**src/rtl/median_filter_rgb_window_assert.svh**
```systemverilog
// Assertion helpers shared by the median filter RTL.
// Both sample on the rising clock edge and are switched off while reset is low.
`ifndef MEDIAN_FILTER_RGB_WINDOW_ASSERT_SVH
`define MEDIAN_FILTER_RGB_WINDOW_ASSERT_SVH

// prop must hold at every clock edge.
`define MFRW_ASSERT(lbl, prop, msg) \
  lbl: assert property (@(posedge clk_i) disable iff (!rst_ni) (prop)) else $error(msg);

// expr must never be true at a clock edge.
`define MFRW_ASSERT_NEVER(lbl, expr, msg) \
  lbl: assert property (@(posedge clk_i) disable iff (!rst_ni) !(expr)) else $error(msg);

`endif

```
**src/rtl/mfrw_pkg.sv**
```systemverilog
package mfrw_pkg;

  localparam int unsigned MFRW_MAX_WIDTH  = 1024;
  localparam int unsigned MFRW_MAX_RADIUS = 3;
  localparam int unsigned MFRW_MAX_HEIGHT = 4096;

  localparam int unsigned NUM_CH = 3;

  // Configuration register indexes.
  localparam logic [1:0] CFG_RADIUS = 2'd0;
  localparam logic [1:0] CFG_WIDTH  = 2'd1;
  localparam logic [1:0] CFG_HEIGHT = 2'd2;

  localparam logic [1:0]  RADIUS_RST = 2'd1;
  localparam logic [10:0] WIDTH_RST  = 11'd640;
  localparam logic [12:0] HEIGHT_RST = 13'd480;

  localparam logic KIND_PIXEL = 1'b0;

  typedef struct packed {
    logic       kind;
    logic [7:0] pix_r;
    logic [7:0] pix_g;
    logic [7:0] pix_b;
  } in_item_t;

  typedef struct packed {
    logic [7:0]  med_r;
    logic [7:0]  med_g;
    logic [7:0]  med_b;
    logic [11:0] out_row;
    logic [9:0]  out_col;
    logic        last_of_frame;
  } out_item_t;

  // What one sorting cell shows its right-hand neighbor.
  typedef struct packed {
    logic                      valid;
    logic [NUM_CH-1:0]         take;
    logic [NUM_CH-1:0][7:0]    v;
  } sort_link_t;

endpackage

```
**src/rtl/mfrw_sort_cell.sv**
```systemverilog
module mfrw_sort_cell
  import mfrw_pkg::*;
(
  input  logic                   clk_i,
  input  logic                   rst_ni,
  input  logic                   clr_i,
  input  logic                   ins_i,
  input  logic [NUM_CH-1:0][7:0] x_i,
  input  sort_link_t             prev_i,
  output sort_link_t             link_o
);

  logic                   valid_q;
  logic [NUM_CH-1:0][7:0] v_q;
  logic [NUM_CH-1:0]      take;

  // The new sample belongs at or left of this cell when the cell is empty
  // or holds a larger value; the cells stay sorted ascending.
  always_comb begin
    for (int ch = 0; ch < NUM_CH; ch++) begin
      take[ch] = !valid_q || (x_i[ch] < v_q[ch]);
    end
  end

  always_ff @(posedge clk_i or negedge rst_ni) begin
    if (!rst_ni) begin
      valid_q <= 1'b0;
    end else if (clr_i) begin
      valid_q <= 1'b0;
    end else if (ins_i) begin
      valid_q <= valid_q | prev_i.valid;
    end
  end

  always_ff @(posedge clk_i) begin
    if (ins_i) begin
      for (int ch = 0; ch < NUM_CH; ch++) begin
        if (prev_i.take[ch]) begin
          v_q[ch] <= prev_i.v[ch];
        end else if (take[ch]) begin
          v_q[ch] <= x_i[ch];
        end
      end
    end
  end

  assign link_o.valid = valid_q;
  assign link_o.take  = take;
  assign link_o.v     = v_q;

endmodule

```
**config.mk**
```make
export PLATFORM = sky130hd
export DESIGN_NAME = mfrw_sort_cell
export DESIGN_NICKNAME = d
export VERILOG_FILES = /design/src/rtl/median_filter_rgb_window_assert.svh /design/src/rtl/mfrw_pkg.sv /design/src/rtl/mfrw_sort_cell.sv
export SDC_FILE = /design/constraint.sdc
export NUM_CORES = 1
export LEC_CHECK = 0
export CORE_MARGIN = 3
export CORE_UTILIZATION = 56
export DETAILED_ROUTE_END_ITERATION = 6
export DONT_BUFFER_PORTS = 1
export GPL_TIMING_DRIVEN = 0
export PLACE_DENSITY = 0.76
export SYNTH_ARGS = -nofsm -noshare
export SYNTH_HDL_FRONTEND = slang
export SYNTH_SLANG_ARGS = --single-unit
```
**constraint.sdc**
```tcl
create_clock -name clk_i -period 2.2 [get_ports clk_i]
set_clock_uncertainty 0.15 [all_clocks]
set_input_delay 0.22 -clock clk_i [delete_from_list [all_inputs] [get_ports clk_i]]
set_output_delay 0.22 -clock clk_i [all_outputs]
set_load 0.02 [all_outputs]
```
==> results by stage, run 1 <==
Min path:
- Counting instances, the worst hold path has a depth of 3.
- The start point of the worst hold path is ins_i.
- The hold-critical path endpoint is link_o[16]$_DFFE_PP_.
- The min-delay analysis places its worst path in the category primary input to flip-flop.

Placement:
- Once placement finished, the instance area stood at between 1500 and 2000 sq um.
- In this run, placement finished with an instance count of approximately 170.
- At the end of routability-driven placement, the weighted congestion stood at 0.739.
- The half-perimeter wire length after detailed placement is between 2 and 3 mm.
- Buffers placed on the I/O ports in this run total 0.

Timing:
- The portion of the clock cycle consumed by the worst path in the final layout is 112%.
- The final-layout setup total negative slack is -4.67 ns.
- The smallest setup slack after layout is -0.266 ns.
- Setup violations remaining at the end of the flow were counted as 27.
- For this run, the top clock speed supported by timing is approximately 0.41 GHz.
- The smallest clock period supported by the final layout is computed as 2.47 ns.
- The worst-case headroom to the max-slew limit is roughly two thirds.
- At the pin with the least slew margin, the transition time is ~0.5 ns.
- Setup repair after global routing could not meet its margin everywhere.
- The final hold slack is roughly 0.11 ns.
- The final-report hold violation count is 0.
- The final-report max-slew violation count is 0.

Layout:
- For this run, the number of standard cells in the final layout without fillers is 228.
- The share of the core filled with cells in the final layout is between 80% and 90%.
- The share of post-route cells with drive strength above 1 is between 20 and 30%.
- The area growth from synthesis to final layout is 48.7%.
- After routing the design area is roughly 2400 sq um.
- The number of antenna diodes in the final layout is 0.
- The final layout net count is between 200 and 300.

Power:
- For this design the ratio of total power to cell area is approximately 560 nW/um^2.
- The cell leakage power is a little over 1 nW.
- The largest vdd supply drop is ~0.54 mV.

Detailed routing:
- The antenna violation net count after detailed routing is 0.
- The average vias per placed instance is 6.24.
- Detailed routing inserted a total of approximately 1400 vias.
- In this run, the number of DRC markers left after iteration 0 of detailed routing was between 90 and 100.
- The first TritonRoute pass finished after 4 iterations.
- The number of remaining DRC errors is 0.
- The average wire per standard cell is roughly 23 um.
- The routed design has roughly 5.2 mm of wire.

Worst setup path:
- The worst setup path is captured at a primary output.
- Measured in cells, the most critical reg-to-reg path has a length of 7.
- For this run, the slowest stage of the critical path takes ~0.5 ns.
- The setup path with the least slack is of type flip-flop to primary output.
- The worst path required time is around 1.8 ns.
- The critical path's slowest cell is sky130_fd_sc_hd__edfxtp_1.
- Traced cell by cell, the critical path runs through inv_1 > ha_1 > a211oi_1 > nor2_1 > o31ai_4.
- In this design, the largest share of critical-path delay is due to compound AO/OA/AOI/OAI gates.
- The terminus of the critical flop-to-flop path is link_o[5]$_DFFE_PP_.
- The worst register-to-register path begins at link_o[2]$_DFFE_PP_.
- Along the worst path, the maximum fanout reaches 2.
- The number of buffers and inverters on the critical path is 1.
- The worst setup path is launched from a flip-flop.
- The internal reg-to-reg setup slack is -0.19 ns.
- The critical path data arrival time is 2.10 ns.

Floorplan:
- The die outline area is around 3600 sq um.
- Pin placement for this block handled 84 I/O pins.
- The chip height is 60.2 um.
- The floorplan has 19 rows.
- The initial utilization of the core area, before any placement, comes to approximately three fifths.
- After floorplanning, the core was sized to cover about 2800 sq um.
- The width of the chip is ~60 um.

Clock network:
- The number of buffers added by the clock tree synthesis step is 3.
- After clock tree synthesis, the clock-pin slew on the worst setup and hold paths is between 0.15 and 0.2 ns.
- The number of sinks handled by clock tree synthesis is 25.
- Clock latency on the worst-skew pair, taken at its later pin, is 0.33 ns.
- The tree is rooted in a sky130_fd_sc_hd__clkbuf_4.
- The clock tree buffer depth is 2.
- TritonCTS built the clock tree.
- In this run the number of H-tree levels came out at 1.

Outcome:
- The checks that failed: setup timing.
- The run finished, with violations left.

GRT:
- The number of global-route vias before repair is between 1500 and 2000.
- The global-route wire length before repair is 7.08 mm.
- The fraction of met2 tracks used by global routing is between 50% and 60%.
- The aggregate global routing overflow is 0.
- The met3 capacity usage during global routing is about 8.4%.
- For this run, global-route usage on met1 was measured as approximately a quarter.
- met2 is the most crowded layer.
- The combined global-route utilization of all metal layers is a little over a quarter.
- Entering global routing, the biggest net connects 15 pins.
- The initial antenna violation count is 0.

Job:
- The number of max-capacitance violations reported is 0.

Synth:
- The average size of a mapped cell is between 10 and 15 sq um.
- The gate count of the mapped netlist is between 100 and 150.
- For this run, the number of Yosys warnings is 0.
- In this run, distinct cell masters in the synthesized netlist total 19.
- The total nets after synthesis is around 210.
- Synthesis inferred 25 register bits.
- The synthesized netlist occupies a cell area of about 1600 sq um.
- The post-synthesis sequential area ratio is 45.3%.
-- cells by family (layout without fill, tap and decap cells) --
group / after synthesis / after routing / share of synthesized area, %
flops: 25 / 25 / 45.3
mux: 24 / 24 / 16.4
simple gates: 17 / 17 / 5.02
buf+inv: 26 / 88 / 6.39
compound gates: 22 / 22 / 10.9
fa+ha+maj: 21 / 21 / 16.0
-- cell usage after synthesis, drive strengths merged --
cell type | count | share of area (%)
nand4 | 3 | 1.1
nand2b | 3 | 1.1
nor2 | 8 | 1.8
a21oi | 4 | 1.2
dfrtp | 1 | 1.5
a31oi | 3 | 1.1
ha | 21 | 16
edfxtp | 24 | 44
nor3 | 3 | 0.91
o21ai | 3 | 0.91
o31ai | 3 | 1.7
a211oi | 3 | 1.4
mux2 | 24 | 16
buf | 4 | 1.4
inv | 22 | 5.0
o41ai | 3 | 3.0
a211o | 3 | 1.6
-- layer usage --
layer  part of all wire, %  wire length [um]
met1                    32              1650
met2                    55              2860
met3                    10               519
met4                   3.4               175
met5                     0                 0
-- where the power goes --
part | switching (W) | internal [W] | total [W]
combinational | 0.000212 | 0.000235 | 0.000447
sequential | 0.000105 | 0.000593 | 0.000699
clock | 0.000156 | 0.0000683 | 0.000224
-- metrics by stage --
step                      total power, W  setup WS, ns
final                            0.00137        -0.266
after global routing             0.00142        -0.307
after CTS                        0.00129        -0.261
after detailed placement        0.000952        -0.246
after global placement          0.000936        -0.207
after floorplan                 0.000896       -0.0293
-- placed cells by master, fill, tap and decap left out, drive strengths merged --
cell type / n
dlygate4sd3: 52
mux2: 24
edfxtp: 24
inv: 22
ha: 21
buf: 10
nor2: 8
a21oi: 4
a211oi: 3
o21ai: 3
nand4: 3
nand2b: 3
a211o: 3
o31ai: 3
o41ai: 3
clkbuf: 3
a31oi: 3
nor3: 3
clkinv: 1
dfrtp: 1
-- worst register-to-register path: cells and delay by family, from the launching register on --
family	cells	cell delay (ns)
flip-flops	1	0.55
AND/OR/NAND/NOR	1	0.12
AO/OA/AOI/OAI	3	0.74
buffers and inverters	2	0.36
adder cells (fa/ha/maj)	1	0.21
-- worst max-delay path by stage --
stage                                 to  depth (start not counted)                 start
finish                        link_o[26]                          5  link_o[21]$_DFFE_PP_
global route                  link_o[26]                          5  link_o[21]$_DFFE_PP_
CTS                           link_o[25]                          6  link_o[10]$_DFFE_PP_
detailed placement   link_o[9]$_DFFE_PP_                          6  link_o[10]$_DFFE_PP_
global placement    link_o[21]$_DFFE_PP_                          6  link_o[18]$_DFFE_PP_
floorplan            link_o[0]$_DFFE_PP_                          6   link_o[2]$_DFFE_PP_
-- sequential cells by signal, summed over array words and instances, names as in the netlist --
register and cells:
link_o 24, valid_q 1
-- cell type report --
| type | count | area (sq um) |
|---|---|---|
| clock buffers | 3 | 22.5 |
| plain buffers | 4 | 22.5 |
| clock inverters | 1 | 5.00 |
| fillers | 129 | 335 |
| multi-input cells | 84 | 960 |
| flip-flops and latches | 25 | 746 |
| well taps | 31 | 38.8 |
| repair buffers | 58 | 569 |
| inverters | 22 | 82.6 |
-- timing repair --
item,4_1_cts,5_1_grt
setup buffers,5,1
endpoints found under the hold margin,26,0
pin swaps,11,8
hold buffers,52,0
setup endpoints to repair,27,27
gates resized for setup,15,6
Note: power is estimated with default switching activity, not from simulation.
==> inputs of run 2 (changes only) <==
--- a/config.mk
+++ b/config.mk
@@ -6,11 +6,12 @@
 export NUM_CORES = 1
 export LEC_CHECK = 0
 export CORE_MARGIN = 3
-export CORE_UTILIZATION = 56
+export CORE_UTILIZATION = 45
 export DETAILED_ROUTE_END_ITERATION = 6
 export DONT_BUFFER_PORTS = 1
 export GPL_TIMING_DRIVEN = 0
-export PLACE_DENSITY = 0.76
+export MAX_ROUTING_LAYER = met4
+export PLACE_DENSITY = 0.73
 export SYNTH_ARGS = -nofsm -noshare
 export SYNTH_HDL_FRONTEND = slang
 export SYNTH_SLANG_ARGS = --single-unit
==> run 2 against run 1 <==
Against the previous run: final area increased by 2.7%; non-clock buffer count increased by 3; sequential power hardly changed; core utilization decreased by 14 points; the flow still finishes with violations (setup timing); largest cell class unchanged; critical endpoint unchanged.
==> results by stage, run 2 (synthesized netlist as in run 1, its figures left out) <==
Min path:
- The number of cells on the worst hold path came to 3 (unchanged).
- The hold-critical path endpoint is link_o[14]$_DFFE_PP_ (was link_o[16]$_DFFE_PP_).
- The start point of the worst hold path is ins_i (unchanged).
- The class of the worst hold path is primary input to flip-flop (unchanged).

Detailed routing:
- The average vias per placed instance came to 5.52 (was 6.24).
- The iteration-0 DRC count of the detailed router is 61 (was 97).
- The antenna violation net count after detailed routing is 0 (unchanged).
- The number of optimization iterations in the first detailed-route pass came to 4 (unchanged).
- The number of remaining DRC errors is 0 (unchanged).
- The detailed-route wire length is 4.48 mm (was 5.20 mm).
- The average wire per standard cell is 18.2 um (was 22.8 um).
- The total vias in the final route came to 1358 (was 1422).

Worst setup path:
- The beginning of the critical path is link_o[18]$_DFFE_PP_ (was link_o[21]$_DFFE_PP_).
- The critical path data arrival time is 2.01 ns (was 2.10 ns).
- The worst path required time came to 1.83 ns (about the same).
- The type of element capturing the critical path is a primary output (unchanged).
- The critical path class is flip-flop to primary output (unchanged).
- The kind of start point of the critical path is a flip-flop (unchanged).
- The terminus of the critical flop-to-flop path is link_o[17]$_DFFE_PP_ (was link_o[5]$_DFFE_PP_).
- The reg-to-reg critical path startpoint is link_o[18]$_DFFE_PP_ (was link_o[2]$_DFFE_PP_).
- The internal reg-to-reg setup slack is -0.18 ns (was -0.19 ns).
- The maximum fanout along the worst path is 2 (unchanged).
- The depth of the worst register-to-register path is 8 (was 7).

Outcome:
- Run status: complete, but fails checks (unchanged).
- Violations in the final reports: setup timing (unchanged).

Placement:
- The routability congestion estimate is 0.681 (was 0.739).
- The cell area reported after detailed placement is 1740 sq um (was 1720 sq um).
- The number of I/O port buffers is 0 (unchanged).
- The worst setup timing slack at the placement stage is -0.272 ns (was -0.246 ns).
- The half-perimeter wire length after detailed placement is 2.84 mm (was 2.62 mm).

Layout:
- The area occupied by registers was 746 sq um (unchanged).
- The share of post-route cells with drive strength above 1 is 31.0% (was 27.9%).
- The area growth from synthesis to final layout is 52.6% (was 48.7%).
- The commonest non-fill, non-tap cell in the layout is sky130_fd_sc_hd__dlygate4sd3_1 (unchanged).
- The final cell area excluding filler cells is 2510 sq um (was 2450 sq um).
- Highest-count cells in the layout ignoring fill and taps: 52 x sky130_fd_sc_hd__dlygate4sd3_1, 24 x sky130_fd_sc_hd__mux2_2, 24 x sky130_fd_sc_hd__edfxtp_1 (unchanged).
- The number of flip-flops in the largest register is 24 (unchanged).
- The final layout net count is 278 (was 275).
- The number of antenna repair diodes was 0 (unchanged).
- The count of fill cells added during filler insertion is 244 (was 129).
- The multi-input combinational cell area is 981 sq um (was 960 sq um).

Clock network:
- The clock latency on the worst-skew pair came to 0.32 ns (was 0.33 ns).
- The number of sinks handled by clock tree synthesis is 25 (unchanged).
- The CTS tree was yes (unchanged).
- The master cell of the clock root buffer is sky130_fd_sc_hd__clkbuf_4 (unchanged).
- The clock tree buffer depth is 2 (unchanged).
- The number of buffers added by the clock tree synthesis step is 3 (unchanged).
- The depth of the CTS H-tree is 1 (unchanged).
- The register clock-pin slew on the reported worst setup and hold paths was 0.14 ns (was 0.16 ns).

Timing:
- The final-report hold violation count came to 0 (unchanged).
- The final hold slack is 0.129 ns (was 0.105 ns).
- The worst-case headroom to the max-slew limit came to 74.0% (was 67.4%).
- The time the worst path needs with I/O delays and setup was 2.38 ns (was 2.47 ns).
- The fmax was 0.420 GHz (was 0.406 GHz).
- Unrepaired setup endpoints after global routing: yes (unchanged).
- The count of final setup violators is 23 (was 27).
- The final-report max-slew violation count is 0 (unchanged).
- The portion of the clock cycle consumed by the worst path in the final layout is 108% (was 112%).
- The worst-margin pin slew was 0.389 ns (was 0.487 ns).
- The smallest setup slack after layout is -0.183 ns (was -0.266 ns).

Floorplan:
- The chip height is 66.5 um (was 60.2 um).
- The die outline area is 4420 sq um (was 3620 sq um).
- The I/O pin count was 84 (unchanged).
- The placeable core region is 3420 sq um (was 2780 sq um).
- The initial core utilization is 48.2% (was 59.2%).
- The site row count is 21 (was 19).
- The width of the chip is 66.5 um (was 60.2 um).

GRT:
- The initial antenna violation count is 0 (unchanged).
- The global-route wire length before repair is 6.73 mm (was 7.08 mm).
- The number of global-route vias before repair is 1528 (was 1550).
- The aggregate global routing overflow came to 0 (unchanged).
- The combined global-route utilization of all metal layers is 21.2% (was 27.4%).
- The maximum number of pins on one net before global-route repair was 14 (was 15).

Power:
- The largest vdd supply drop was 0.362 mV (was 0.542 mV).
- The power after layout is 0.00134 W (was 0.00137 W).
- The cell leakage power is 1.03 nW (was 1.01 nW).
- The power density normalized to cell area is 535 nW/um^2 (was 560 nW/um^2).

Job:
- The number of max-capacitance violations reported is 0 (unchanged).
run 2: cell types whose count changed in the layout (fill, tap and decap cells not counted), sizes merged:
cell,delta
buf,+3
clkbuf,+1
clkinv,-1
run 2: stage by stage:
step	utilization, %	setup TNS, ns	std cells
6_report	73.5	-2.02	246
5_1_grt	73.5	-4.12	246
4_1_cts	71.8	-4.10	245
3_5_place_dp	50.8	-6.49	181
3_3_place_gp	50.8	-5.23	181
2_1_floorplan	-	-0.584	135
run 2: cell type report:
type | count | share of cell area, %
Timing Repair Buffer | 61 | 23.7
Sequential cell | 25 | 29.7
Buffer | 4 | 0.897
Clock buffer | 4 | 1.05
Tap cell | 46 | 2.29
Multi-Input combinational cell | 84 | 39.1
Inverter | 22 | 3.29
run 2: how the worst max path moves through the flow:
stage                          endpoint  slack [ns]  cells past startpoint
finish                       link_o[26]       -0.18                      6
global route                 link_o[26]       -0.28                      6
CTS                          link_o[26]       -0.26                      6
detailed placement  link_o[5]$_DFFE_PP_       -0.27                      6
global placement    link_o[1]$_DFFE_PP_       -0.22                      6
floorplan           link_o[0]$_DFFE_PP_       -0.03                      6
run 2: power breakdown:
part           internal (W)  leakage (nW)  switching [W]
clock             0.0000708        0.0150       0.000135
sequential         0.000594         0.255       0.000103
combinational      0.000241         0.759       0.000199
total              0.000906          1.03       0.000437
run 2: worst max-delay path: stages, from the launching register on:
cell,delay (ns)
sky130_fd_sc_hd__edfxtp_1,0.53
sky130_fd_sc_hd__inv_2,0.12
sky130_fd_sc_hd__ha_4,0.21
sky130_fd_sc_hd__a211o_1,0.26
sky130_fd_sc_hd__a31oi_2,0.16
sky130_fd_sc_hd__nor3_2,0.09
sky130_fd_sc_hd__o31ai_4,0.32
run 2: layer usage:
| layer | global-route usage, % | wire [um] | up-vias |
|---|---|---|---|
| met3 | 5.23 | 312 | 8 |
| met1 | 22.3 | 1620 | 655 |
| met2 | 38.0 | 2490 | 63 |
| li1 | - | - | 632 |
| met5 | - | 0 | - |
| met4 | 8.12 | 53 | 0 |
run 2: what timing repair did:
item / in CTS / in global routing
hold buffers: 52 / 0
setup buffers: 8 / 1
endpoints found under the setup margin: 27 / 27
pin swaps: 11 / 5
gates resized for setup: 17 / 10
hold endpoints to repair: 26 / 0
